## src/design/ctok_pkg.sv

```systemverilog
// Shared types, token kind codes and keyword table for the tokenizer.
`default_nettype none
package ctok_pkg;

  localparam int KIND_W = 5;

  localparam logic [KIND_W-1:0] K_EOF     = 5'd0;
  localparam logic [KIND_W-1:0] K_LPAREN  = 5'd1;
  localparam logic [KIND_W-1:0] K_RPAREN  = 5'd2;
  localparam logic [KIND_W-1:0] K_LBRACK  = 5'd3;
  localparam logic [KIND_W-1:0] K_RBRACK  = 5'd4;
  localparam logic [KIND_W-1:0] K_LBRACE  = 5'd5;
  localparam logic [KIND_W-1:0] K_RBRACE  = 5'd6;
  localparam logic [KIND_W-1:0] K_SEMI    = 5'd7;
  localparam logic [KIND_W-1:0] K_PLUS    = 5'd8;
  localparam logic [KIND_W-1:0] K_MINUS   = 5'd9;
  localparam logic [KIND_W-1:0] K_STAR    = 5'd10;
  localparam logic [KIND_W-1:0] K_DIV     = 5'd11;
  localparam logic [KIND_W-1:0] K_ASSIGN  = 5'd12;
  localparam logic [KIND_W-1:0] K_LESS    = 5'd13;
  localparam logic [KIND_W-1:0] K_BANG    = 5'd14;
  localparam logic [KIND_W-1:0] K_STRING  = 5'd15;
  localparam logic [KIND_W-1:0] K_IDENT   = 5'd16;
  localparam logic [KIND_W-1:0] K_IF      = 5'd17;
  localparam logic [KIND_W-1:0] K_WHILE   = 5'd18;
  localparam logic [KIND_W-1:0] K_FOR     = 5'd19;
  localparam logic [KIND_W-1:0] K_RETURN  = 5'd20;
  localparam logic [KIND_W-1:0] K_BOOL    = 5'd21;
  localparam logic [KIND_W-1:0] K_INT     = 5'd22;
  localparam logic [KIND_W-1:0] K_DEC     = 5'd23;
  localparam logic [KIND_W-1:0] K_UNKNOWN = 5'd24;

  localparam int NUM_KW = 6;
  localparam int KW_MAX = 6;

  localparam logic [7:0] KW_TEXT [NUM_KW][KW_MAX] = '{
    '{"i", "f", 8'h00, 8'h00, 8'h00, 8'h00},
    '{"w", "h", "i", "l", "e", 8'h00},
    '{"f", "o", "r", 8'h00, 8'h00, 8'h00},
    '{"r", "e", "t", "u", "r", "n"},
    '{"t", "r", "u", "e", 8'h00, 8'h00},
    '{"f", "a", "l", "s", "e", 8'h00}
  };
  localparam logic [2:0] KW_LEN [NUM_KW] = '{3'd2, 3'd5, 3'd3, 3'd6, 3'd4, 3'd5};
  localparam logic [KIND_W-1:0] KW_KIND [NUM_KW] = '{K_IF, K_WHILE, K_FOR, K_RETURN,
                                                     K_BOOL, K_BOOL};

  localparam int INQ_DEPTH  = 4;
  localparam int INQ_AW     = 2;
  localparam int OUTQ_DEPTH = 4;
  localparam int OUTQ_AW    = 2;

  typedef struct packed {
    logic [7:0]        ch;
    logic              is_zero;
    logic              is_blank;
    logic              is_eol;
    logic              is_alpha;
    logic              is_digit;
    logic              is_under;
    logic              is_slash;
    logic              is_star;
    logic              is_quote;
    logic              is_dot;
    logic [KIND_W-1:0] punct;
  } cls_t;

  typedef struct packed {
    logic [KIND_W-1:0] kind;
    logic [31:0]       start;
    logic [15:0]       len;
    logic [31:0]       val;
    logic              last;
  } tok_t;

  typedef struct packed {
    logic v0;
    logic v1;
    tok_t t0;
    tok_t t1;
  } tokpush_t;

endpackage
`default_nettype wire

```

## src/design/c_like_source_tokenizer_core.sv

```systemverilog
// Top level of the streaming source tokenizer.
// Takes one source byte per beat and returns tokens (kind, offset, length, integer value,
// last-of-run flag). A byte is taken every cycle while the four-entry byte queue has space;
// the lexer retires one byte per cycle while the four-entry token buffer holds at most two
// tokens, so with out_ready held the sustained rate is one byte per cycle and one token beat
// per cycle, with a byte that closes one token and forms another giving two beats in a row.
// An accepted byte is registered in the byte queue before the lexer retires it, and its
// tokens are registered in the token buffer before they can be taken. Blanks, line ends
// and comments give no beats; a NUL byte flushes any pending token, gives an end-of-input
// token and restarts offsets at zero.
`default_nettype none
module c_like_source_tokenizer_core #(
  parameter int KEYWORD_CHARS = 6
) (
  input  wire logic        clk,
  input  wire logic        rst_n,
  input  wire logic        in_valid,
  output logic             in_ready,
  input  wire logic [7:0]  in_ch,
  output logic             out_valid,
  input  wire logic        out_ready,
  output logic [4:0]       out_kind,
  output logic [31:0]      out_start_offset,
  output logic [15:0]      out_text_length,
  output logic [31:0]      out_int_value,
  output logic             out_last_of_run
);

  logic               q_pop, q_valid, ob_room;
  ctok_pkg::cls_t     q_data;
  ctok_pkg::tokpush_t push;
  ctok_pkg::tok_t     out_tok;

  ctok_front u_front (
    .clk      (clk),
    .rst_n    (rst_n),
    .in_valid (in_valid),
    .in_ready (in_ready),
    .in_ch    (in_ch),
    .q_pop    (q_pop),
    .q_valid  (q_valid),
    .q_data   (q_data)
  );

  ctok_lexer #(
    .KEYWORD_CHARS (KEYWORD_CHARS)
  ) u_lexer (
    .clk     (clk),
    .rst_n   (rst_n),
    .q_valid (q_valid),
    .q_data  (q_data),
    .q_pop   (q_pop),
    .ob_room (ob_room),
    .push    (push)
  );

  ctok_outbuf u_outbuf (
    .clk       (clk),
    .rst_n     (rst_n),
    .push      (push),
    .room      (ob_room),
    .out_valid (out_valid),
    .out_ready (out_ready),
    .out_tok   (out_tok)
  );

  assign out_kind         = out_tok.kind;
  assign out_start_offset = out_tok.start;
  assign out_text_length  = out_tok.len;
  assign out_int_value    = out_tok.val;
  assign out_last_of_run  = out_tok.last;

endmodule
`default_nettype wire

```

## src/design/ctok_front.sv

```systemverilog
// Front end: byte intake, character classification and the classified-byte queue.
`default_nettype none
module ctok_front (
  input  wire logic          clk,
  input  wire logic          rst_n,
  input  wire logic          in_valid,
  output logic               in_ready,
  input  wire logic [7:0]    in_ch,
  input  wire logic          q_pop,
  output logic               q_valid,
  output ctok_pkg::cls_t     q_data
);

  ctok_pkg::cls_t                  cls;
  ctok_pkg::cls_t                  q_mem [ctok_pkg::INQ_DEPTH];
  logic [ctok_pkg::INQ_AW-1:0]     wp_r, wp_nxt, rp_r, rp_nxt;
  logic [ctok_pkg::INQ_AW:0]       cnt_r, cnt_nxt;
  logic                            push;

  always_comb begin
    cls           = '0;
    cls.ch        = in_ch;
    cls.is_zero   = (in_ch == 8'h00);
    cls.is_blank  = (in_ch == 8'd32) || (in_ch == 8'd9) || (in_ch == 8'd12) ||
                    (in_ch == 8'd11) || (in_ch == 8'd10) || (in_ch == 8'd13);
    cls.is_eol    = (in_ch == 8'd10) || (in_ch == 8'd13);
    cls.is_alpha  = ((in_ch >= "a") && (in_ch <= "z")) || ((in_ch >= "A") && (in_ch <= "Z"));
    cls.is_digit  = (in_ch >= "0") && (in_ch <= "9");
    cls.is_under  = (in_ch == "_");
    cls.is_slash  = (in_ch == "/");
    cls.is_star   = (in_ch == "*");
    cls.is_quote  = (in_ch == "\"");
    cls.is_dot    = (in_ch == ".");
    case (in_ch)
      "(":     cls.punct = ctok_pkg::K_LPAREN;
      ")":     cls.punct = ctok_pkg::K_RPAREN;
      "[":     cls.punct = ctok_pkg::K_LBRACK;
      "]":     cls.punct = ctok_pkg::K_RBRACK;
      "{":     cls.punct = ctok_pkg::K_LBRACE;
      "}":     cls.punct = ctok_pkg::K_RBRACE;
      ";":     cls.punct = ctok_pkg::K_SEMI;
      "+":     cls.punct = ctok_pkg::K_PLUS;
      "-":     cls.punct = ctok_pkg::K_MINUS;
      "*":     cls.punct = ctok_pkg::K_STAR;
      "/":     cls.punct = ctok_pkg::K_DIV;
      "=":     cls.punct = ctok_pkg::K_ASSIGN;
      "<":     cls.punct = ctok_pkg::K_LESS;
      "!":     cls.punct = ctok_pkg::K_BANG;
      default: cls.punct = ctok_pkg::K_EOF;
    endcase
  end

  assign in_ready = (cnt_r != (ctok_pkg::INQ_AW+1)'(ctok_pkg::INQ_DEPTH));
  assign push     = in_valid && in_ready;
  assign q_valid  = (cnt_r != '0);
  assign q_data   = q_mem[rp_r];

  always_comb begin
    wp_nxt  = push ? wp_r + 1'b1 : wp_r;
    rp_nxt  = q_pop ? rp_r + 1'b1 : rp_r;
    cnt_nxt = cnt_r + {{ctok_pkg::INQ_AW{1'b0}}, push} - {{ctok_pkg::INQ_AW{1'b0}}, q_pop};
  end

  always_ff @(posedge clk) begin
    if (!rst_n) begin
      wp_r  <= '0;
      rp_r  <= '0;
      cnt_r <= '0;
    end else begin
      wp_r  <= wp_nxt;
      rp_r  <= rp_nxt;
      cnt_r <= cnt_nxt;
    end
  end

  always_ff @(posedge clk) begin
    if (push) begin
      q_mem[wp_r] <= cls;
    end
  end

endmodule
`default_nettype wire

```

## src/design/ctok_lexer.sv

```systemverilog
// Back end: lexer state machine, one classified byte per cycle while the token buffer has room, up to two tokens out.
`default_nettype none
module ctok_lexer #(
  parameter int KEYWORD_CHARS = 6
) (
  input  wire logic            clk,
  input  wire logic            rst_n,
  input  wire logic            q_valid,
  input  wire ctok_pkg::cls_t  q_data,
  output logic                 q_pop,
  input  wire logic            ob_room,
  output ctok_pkg::tokpush_t   push
);

  localparam int KP_AW = $clog2(KEYWORD_CHARS);

  typedef enum logic [7:0] {
    M_IDLE   = 8'b0000_0001,
    M_SLASH  = 8'b0000_0010,
    M_LINE   = 8'b0000_0100,
    M_BLOCK  = 8'b0000_1000,
    M_STRING = 8'b0001_0000,
    M_IDENT  = 8'b0010_0000,
    M_NUM    = 8'b0100_0000,
    M_NUMDOT = 8'b1000_0000
  } mode_t;

  mode_t       mode_r, mode_nxt;
  logic [31:0] pos_r, pos_nxt;
  logic [31:0] tstart_r, tstart_nxt;
  logic [15:0] tlen_r, tlen_nxt, tlen_inc;
  logic [31:0] nval_r, nval_nxt, nval_acc;
  logic [35:0] nval_x10;
  logic [1:0]  dots_r, dots_nxt;
  logic [7:0]  kp_r [KEYWORD_CHARS];
  logic        kp_we;
  logic [KP_AW-1:0] kp_wa;

  ctok_pkg::cls_t c;
  logic           fire;
  logic           pend_v, idle_v, run_idle, same;
  ctok_pkg::tok_t pend_t, idle_t, num_t;
  logic [ctok_pkg::KIND_W-1:0] id_kind;

  assign c     = q_data;
  assign fire  = q_valid && ob_room;
  assign q_pop = fire;

  assign tlen_inc = (tlen_r == 16'hFFFF) ? tlen_r : tlen_r + 16'd1;
  assign nval_x10 = {1'b0, nval_r, 3'b000} + {3'b000, nval_r, 1'b0} + {32'd0, c.ch[3:0]};
  assign nval_acc = (nval_x10[35:32] != 4'd0) ? 32'hFFFF_FFFF : nval_x10[31:0];

  always_comb begin
    id_kind = ctok_pkg::K_IDENT;
    same    = 1'b0;
    for (int k = ctok_pkg::NUM_KW - 1; k >= 0; k--) begin
      same = (tlen_r == {13'd0, ctok_pkg::KW_LEN[k]});
      for (int i = 0; i < ctok_pkg::KW_MAX; i++) begin
        if ((i < int'(ctok_pkg::KW_LEN[k])) && (i < KEYWORD_CHARS)) begin
          if (kp_r[KP_AW'(i)] != ctok_pkg::KW_TEXT[k][i]) begin
            same = 1'b0;
          end
        end
      end
      if (same) begin
        id_kind = ctok_pkg::KW_KIND[k];
      end
    end
  end

  always_comb begin
    num_t       = '0;
    num_t.start = tstart_r;
    num_t.len   = tlen_r;
    case (dots_r)
      2'd0: begin
        num_t.kind = ctok_pkg::K_INT;
        num_t.val  = nval_r;
      end
      2'd1: begin
        num_t.kind = ctok_pkg::K_DEC;
        num_t.val  = nval_r;
      end
      default: num_t.kind = ctok_pkg::K_UNKNOWN;
    endcase
  end

  always_comb begin
    idle_t       = '0;
    idle_t.start = pos_r;
    idle_v       = 1'b0;
    if (c.is_zero) begin
      idle_v      = 1'b1;
      idle_t.kind = ctok_pkg::K_EOF;
    end else if (c.is_blank || c.is_slash || c.is_quote || c.is_alpha || c.is_digit) begin
      idle_v = 1'b0;
    end else if (c.punct != ctok_pkg::K_EOF) begin
      idle_v      = 1'b1;
      idle_t.kind = c.punct;
      idle_t.len  = 16'd1;
    end else begin
      idle_v      = 1'b1;
      idle_t.kind = ctok_pkg::K_UNKNOWN;
      idle_t.len  = 16'd1;
    end
  end

  always_comb begin
    mode_nxt   = mode_r;
    tstart_nxt = tstart_r;
    tlen_nxt   = tlen_r;
    nval_nxt   = nval_r;
    dots_nxt   = dots_r;
    kp_we      = 1'b0;
    kp_wa      = tlen_r[KP_AW-1:0];
    pend_v     = 1'b0;
    pend_t     = '0;
    run_idle   = 1'b0;
    case (mode_r)
      M_SLASH: begin
        if (c.is_slash) begin
          mode_nxt = M_LINE;
        end else if (c.is_star) begin
          mode_nxt = M_BLOCK;
          dots_nxt = 2'd0;
        end else begin
          pend_v       = 1'b1;
          pend_t.kind  = ctok_pkg::K_DIV;
          pend_t.start = tstart_r;
          pend_t.len   = 16'd1;
          run_idle     = 1'b1;
        end
      end
      M_LINE: begin
        if (c.is_zero) begin
          run_idle = 1'b1;
        end else if (c.is_eol) begin
          mode_nxt = M_IDLE;
        end
      end
      M_BLOCK: begin
        if (c.is_zero) begin
          run_idle = 1'b1;
        end else if ((dots_r != 2'd0) && c.is_slash) begin
          mode_nxt = M_IDLE;
        end else begin
          dots_nxt = c.is_star ? 2'd1 : 2'd0;
        end
      end
      M_STRING: begin
        if (c.is_quote) begin
          pend_v       = 1'b1;
          pend_t.kind  = ctok_pkg::K_STRING;
          pend_t.start = tstart_r;
          pend_t.len   = tlen_r;
          mode_nxt     = M_IDLE;
        end else if (c.is_zero) begin
          pend_v       = 1'b1;
          pend_t.kind  = ctok_pkg::K_UNKNOWN;
          pend_t.start = tstart_r;
          pend_t.len   = tlen_r;
          run_idle     = 1'b1;
        end else begin
          tlen_nxt = tlen_inc;
        end
      end
      M_IDENT: begin
        if (c.is_alpha || c.is_digit || c.is_under) begin
          kp_we    = (tlen_r < 16'(KEYWORD_CHARS));
          tlen_nxt = tlen_inc;
        end else begin
          pend_v       = 1'b1;
          pend_t.kind  = id_kind;
          pend_t.start = tstart_r;
          pend_t.len   = tlen_r;
          run_idle     = 1'b1;
        end
      end
      M_NUM: begin
        if (c.is_digit) begin
          if (dots_r == 2'd0) begin
            nval_nxt = nval_acc;
          end
          tlen_nxt = tlen_inc;
        end else if (c.is_dot) begin
          if (dots_r != 2'd3) begin
            dots_nxt = dots_r + 2'd1;
          end
          tlen_nxt = tlen_inc;
          mode_nxt = M_NUMDOT;
        end else begin
          pend_v   = 1'b1;
          pend_t   = num_t;
          run_idle = 1'b1;
        end
      end
      M_NUMDOT: begin
        if (c.is_digit) begin
          tlen_nxt = tlen_inc;
          mode_nxt = M_NUM;
        end else begin
          pend_v   = 1'b1;
          pend_t   = num_t;
          run_idle = 1'b1;
        end
      end
      default: run_idle = 1'b1;
    endcase

    if (run_idle) begin
      mode_nxt = M_IDLE;
      if (c.is_zero || c.is_blank) begin
        mode_nxt = M_IDLE;
      end else if (c.is_slash) begin
        mode_nxt   = M_SLASH;
        tstart_nxt = pos_r;
      end else if (c.is_quote) begin
        mode_nxt   = M_STRING;
        tstart_nxt = pos_r + 32'd1;
        tlen_nxt   = 16'd0;
      end else if (c.is_alpha) begin
        mode_nxt   = M_IDENT;
        tstart_nxt = pos_r;
        tlen_nxt   = 16'd1;
        kp_we      = 1'b1;
        kp_wa      = '0;
      end else if (c.is_digit) begin
        mode_nxt   = M_NUM;
        tstart_nxt = pos_r;
        tlen_nxt   = 16'd1;
        nval_nxt   = {28'd0, c.ch[3:0]};
        dots_nxt   = 2'd0;
      end
    end

    pos_nxt = c.is_zero ? 32'd0 : pos_r + 32'd1;
  end

  always_comb begin
    push    = '0;
    if (pend_v && run_idle && idle_v) begin
      push.v0      = fire;
      push.v1      = fire;
      push.t0      = pend_t;
      push.t1      = idle_t;
      push.t1.last = 1'b1;
    end else if (pend_v) begin
      push.v0      = fire;
      push.t0      = pend_t;
      push.t0.last = 1'b1;
    end else if (run_idle && idle_v) begin
      push.v0      = fire;
      push.t0      = idle_t;
      push.t0.last = 1'b1;
    end
  end

  always_ff @(posedge clk) begin
    if (!rst_n) begin
      mode_r   <= M_IDLE;
      pos_r    <= '0;
      tstart_r <= '0;
      tlen_r   <= '0;
      nval_r   <= '0;
      dots_r   <= '0;
    end else if (fire) begin
      mode_r   <= mode_nxt;
      pos_r    <= pos_nxt;
      tstart_r <= tstart_nxt;
      tlen_r   <= tlen_nxt;
      nval_r   <= nval_nxt;
      dots_r   <= dots_nxt;
    end
  end

  always_ff @(posedge clk) begin
    if (fire && kp_we) begin
      kp_r[kp_wa] <= c.ch;
    end
  end

endmodule
`default_nettype wire

```

## src/design/ctok_outbuf.sv

```systemverilog
// Token buffer: takes up to two tokens a cycle, hands out one beat a cycle while out_ready is high.
`default_nettype none
module ctok_outbuf (
  input  wire logic                clk,
  input  wire logic                rst_n,
  input  wire ctok_pkg::tokpush_t  push,
  output logic                     room,
  output logic                     out_valid,
  input  wire logic                out_ready,
  output ctok_pkg::tok_t           out_tok
);

  ctok_pkg::tok_t                 buf_r [ctok_pkg::OUTQ_DEPTH];
  logic [ctok_pkg::OUTQ_AW-1:0]   wp_r, wp_nxt, rp_r, rp_nxt, wp1;
  logic [ctok_pkg::OUTQ_AW:0]     cnt_r, cnt_nxt;
  logic                           pop;
  logic [1:0]                     nput;

  assign out_valid = (cnt_r != '0);
  assign out_tok   = buf_r[rp_r];
  assign pop       = out_valid && out_ready;
  assign room      = (cnt_r <= (ctok_pkg::OUTQ_AW+1)'(ctok_pkg::OUTQ_DEPTH - 2));
  assign wp1       = wp_r + 1'b1;
  assign nput      = {1'b0, push.v0} + {1'b0, push.v1};

  always_comb begin
    wp_nxt  = wp_r + ctok_pkg::OUTQ_AW'(nput);
    rp_nxt  = pop ? rp_r + 1'b1 : rp_r;
    cnt_nxt = cnt_r + (ctok_pkg::OUTQ_AW+1)'(nput) - {{ctok_pkg::OUTQ_AW{1'b0}}, pop};
  end

  always_ff @(posedge clk) begin
    if (!rst_n) begin
      wp_r  <= '0;
      rp_r  <= '0;
      cnt_r <= '0;
    end else begin
      wp_r  <= wp_nxt;
      rp_r  <= rp_nxt;
      cnt_r <= cnt_nxt;
    end
  end

  always_ff @(posedge clk) begin
    if (push.v0) begin
      buf_r[wp_r] <= push.t0;
    end
    if (push.v1) begin
      buf_r[wp1] <= push.t1;
    end
  end

endmodule
`default_nettype wire
```

## config.mk

```make
export PLATFORM = sky130hd
export DESIGN_NAME = c_like_source_tokenizer_core
export DESIGN_NICKNAME = d
export VERILOG_FILES = /design/src/design/ctok_pkg.sv /design/src/design/c_like_source_tokenizer_core.sv /design/src/design/ctok_front.sv /design/src/design/ctok_lexer.sv /design/src/design/ctok_outbuf.sv
export SDC_FILE = /design/constraint.sdc
export NUM_CORES = 1
export LEC_CHECK = 0
export BUFFER_PORTS_ARGS = -buffer_cell sky130_fd_sc_hd__buf_2
export CELL_PAD_IN_SITES_DETAIL_PLACEMENT = 2
export CELL_PAD_IN_SITES_GLOBAL_PLACEMENT = 2
export CORE_UTILIZATION = 35
export CTS_CLUSTER_SIZE = 16
export DETAILED_ROUTE_END_ITERATION = 16
export PLACE_DENSITY = 0.71
export SLEW_MARGIN = 40
export SYNTH_ARGS = -nofsm -noshare
export SYNTH_HDL_FRONTEND = slang
export SYNTH_SLANG_ARGS = --single-unit
```

## constraint.sdc

```tcl
create_clock -name clk -period 10.1 [get_ports clk]
set_input_delay 0.505 -clock clk [delete_from_list [all_inputs] [get_ports clk]]
set_output_delay 0.505 -clock clk [all_outputs]
set_load 0.02 [all_outputs]
```

==> impl_metrics.py <==
metrics = {
    "outcome": {
        "status": "completed",
    },
    "cts": {
        "ctsHtreeMaxLevel": 3,
        "cts_root_buf": "clkbuf_16",
        "cts_hold_buffers": 0,
        "cts_buffers": 71,
        "clock_path_buffers": 3,
        "cts.sinks": 620,
        "post_cts_buffers": 0,
        "tritoncts": "done",
        "cts_resized": 0,
        "clk_latency_ns": 0.63,
        "clkTransAtPathRegs_ns": 0.06,
    },
    "die": {
        "die_y_microns": 295,
        "initial_core_util": 0.356,
        "core_area_sq_mm": 0.0842,
        "die_x_microns": 295,
        "core.rowCount": 106,
        "pin_count": 100,
        "die_area_sq_mm": 0.0867,
    },
    "timing": {
        "min_period_over_period": 0.552,
        "rsz0062_at_grt": "no",
        "setup_ws_ns": 4.52,
        "finalSetupViolCount": 0,
        "post-route-min-period_ns": 5.58,
        "slew_viol_final": 0,
        "fmax_mhz": 179,
        "tightest_slew_ns": 0.876,
        "timing_hold_violations_final": 0,
        "setup_tns_ns": 0,
        "fin_skew_ns": 0.0240,
        "slew_headroom": 0.401,
    },
    "logic_synthesis": {
        "syn_inst": 2784,
        "synth_ff_type": "dfxtp_1",
        "syn_nets": 2879,
        "ys_ff_latch": 620,
        "yosysUniqueCellTypes": 86,
        "synthArstFlopShare": 0,
        "syn_area_sq_mm": 0.0299,
        "synth_edf_count": 292,
        "synth.yosys.seq_area_share": 0.512,
        "yosysWarnings": 0,
        "syn_area_per_cell_sq_um": 10.8,
    },
    "detailed_routing": {
        "top_layer": "met4",
        "wl_met3_microns": 3880,
        "wirelength_microns": 102000,
        "viasPerCell": 6.01,
        "vias": 23800,
        "firstDrtPassIters": 5,
        "wire_per_inst_microns": 25.9,
        "drc": 0,
        "met2_length_microns": 50700,
        "drtAntennaViolNets": 0,
        "drt-met1-wl_microns": 46000,
        "first_iter_violations": 1406,
    },
    "cells_and_area": {
        "layout-drive-gt1-share": 0.151,
        "fillers": 8689,
        "area_growth_pct": 13.1,
        "antenna_cells": 0,
        "nNetsFinal": 2868,
    },
    "grt": {
        "grt_use_total": 0.236,
        "grt_max_degree": 76,
        "overflow": 0,
        "grt_pass1_vias": 26100,
        "grt_pass1_wl_microns": 159000,
        "antenna_found_initial": 1,
    },
    "power": {
        "cellPowerDensity_mw_per_mm2": 231,
        "leakage_nw": 11.6,
        "ir_worst_vdd_uv": 112,
    },
    "worst_hold_path": {
        "hp-class": "primary input to flop",
    },
    "place": {
        "io_buffers": 99,
        "dpl.hpwl_microns": 66500,
        "gp_congestion": 0.837,
        "post-place-ws_ns": 4.60,
    },
    "critical_path": {
        "worst_setup_path_end_kind": "flop",
        "start_kind": "flop",
        "cp_data_arrival_time_ns": 6.05,
        "path_max_fanout": 75,
        "critPathKind": "flop to flop",
        "required_ns": 10.57,
    },
    "flow_run": {
        "drv_cap": 0,
    },
}
cells in the mapped netlist (all sizes together), types with 13 or more instances:
cell type	count	area share
a211oi	52	0.013
a21o	29	0.0073
a21oi	101	0.017
a31oi	18	0.0038
a32o	130	0.043
and2	16	0.0033
and3	27	0.0056
buf	50	0.0089
clkbuf	189	0.024
dfxtp	328	0.22
edfxtp	292	0.29
ha	79	0.033
inv	34	0.0043
mux4	107	0.080
nand2	200	0.025
nand2b	16	0.0033
nand3	233	0.039
nand4	21	0.0044
nor2	209	0.027
nor2b	16	0.0033
nor3	47	0.0082
nor4	21	0.0051
o211ai	13	0.0034
o21ai	278	0.047
o221ai	13	0.0038
o22ai	18	0.0038
or3	21	0.0044
xnor2	42	0.012
xor2	28	0.0082
registers in the layout, summed over array words and instances (netlist names), named ones only:
| signal | cells |
|---|---|
| u_outbuf.buf_r | 344 |
| u_front.q_mem | 88 |
| u_lexer.kp_r | 48 |
| u_lexer.nval_r | 32 |
| u_lexer.pos_r | 32 |
| u_lexer.tstart_r | 32 |
| u_lexer.tlen_r | 16 |
| u_lexer.mode_r | 8 |
| u_front.cnt_r | 3 |
| u_outbuf.cnt_r | 3 |
| u_front.rp_r | 2 |
| u_front.wp_r | 2 |
| u_lexer.dots_r | 2 |
| u_outbuf.rp_r | 2 |
| u_outbuf.wp_r | 2 |
routing by layer:
metal / vias up / GRT usage
li1: 10700 / -
met1: 12600 / 0.312
met2: 477 / 0.409
met3: 125 / 0.0261
met4: 0 / 0.0639
met5: - / 0
final timing paths:
path                                     startpoint                                 to  slack (ns)  cells after the start
setup / recovery                               flop       u_outbuf.cnt_r[2]$_SDFF_PN0_        4.52                     16
hold / removal                             in_ch[7]     u_front.q_mem[0][21]$_DFFE_PP_        0.27                      1
setup reg to reg                               flop       u_outbuf.cnt_r[2]$_SDFF_PN0_        4.52                     16
hold reg to reg   u_outbuf.buf_r[3][4]$_SDFFE_PP0P_  u_outbuf.buf_r[3][4]$_SDFFE_PP0P_        0.46                      2
critical path, cell delays in order, from the launching register on:
cell	delay, ns
dfxtp_1	0.31
buf_4	0.41
mux4_2	0.71
nor3_1	0.35
nand2b_1	0.17
nand4_1	0.12
buf_4	0.60
buf_4	0.71
nand3_1	0.36
inv_1	0.13
ha_1	0.20
inv_1	0.06
ha_1	0.30
fa_1	0.45
xnor2_1	0.18
xnor2_1	0.14
nor2_1	0.06
cell usage in the layout (no fill, tap or decap), types with 13 or more instances in the layout:
cell / count
nand4_1: 21
inv_1: 32
nor3_1: 45
nand2b_1: 16
a32o_1: 130
a21o_1: 29
a31oi_1: 18
edfxtp_1: 292
ha_1: 79
mux4_2: 107
nor4_1: 17
a211oi_1: 52
and3_1: 26
buf_2: 101
nor2b_1: 16
and2_1: 15
o22ai_1: 18
o221ai_1: 13
xnor2_1: 42
nand3_1: 233
nor2_1: 199
a21oi_1: 99
o21ai_0: 95
xor2_1: 28
nand2_1: 194
clkbuf_1: 15
o21ai_1: 181
or3_1: 21
dfxtp_1: 326
buf_4: 46
clkbuf_16: 72
power by group:
group / total, W / switching (W) / leakage [nW] / internal, W
clock: 0.00262 / 0.00109 / 1.15 / 0.00153
combinational: 0.00209 / 0.00145 / 4.96 / 0.000646
sequential: 0.00309 / 0.000200 / 5.51 / 0.00289
total: 0.00781 / 0.00274 / 11.6 / 0.00507
layout make-up:
type,count,area [sq um],area share
Sequential cell,620,15300,0.453
Multi-Input combinational cell,1891,13600,0.402
Clock buffer,98,2010,0.0593
Tap cell,1134,1420,0.0419
Timing Repair Buffer,155,1010,0.0297
Clock inverter,32,343,0.0101
Inverter,34,133,0.00392
through the flow:
stage               std cells  hold slack (ns)  utilization  power [W]  cell area, sq um
floorplan                2784            0.436            -    0.00441             29900
global placement         3824            0.444        0.371    0.00510             31300
detailed placement       3834            0.455        0.374    0.00524             31500
CTS                      3964            0.247        0.402    0.00789             33800
global route             3964            0.264        0.402    0.00811             33900
finish                   3964            0.272        0.402    0.00781             33900
logic make-up after synthesis:
group / after synthesis / synth area share
buffers and inverters: 273 / 0.0369
multiplexers: 115 / 0.0832
AO/OA/AOI/OAI: 735 / 0.166
flip-flops: 620 / 0.512
adder cells (fa/ha/maj): 83 / 0.0357
AND/OR/NAND/NOR: 888 / 0.146
XOR/XNOR: 70 / 0.0205
Power figures use the tool's default switching activity.
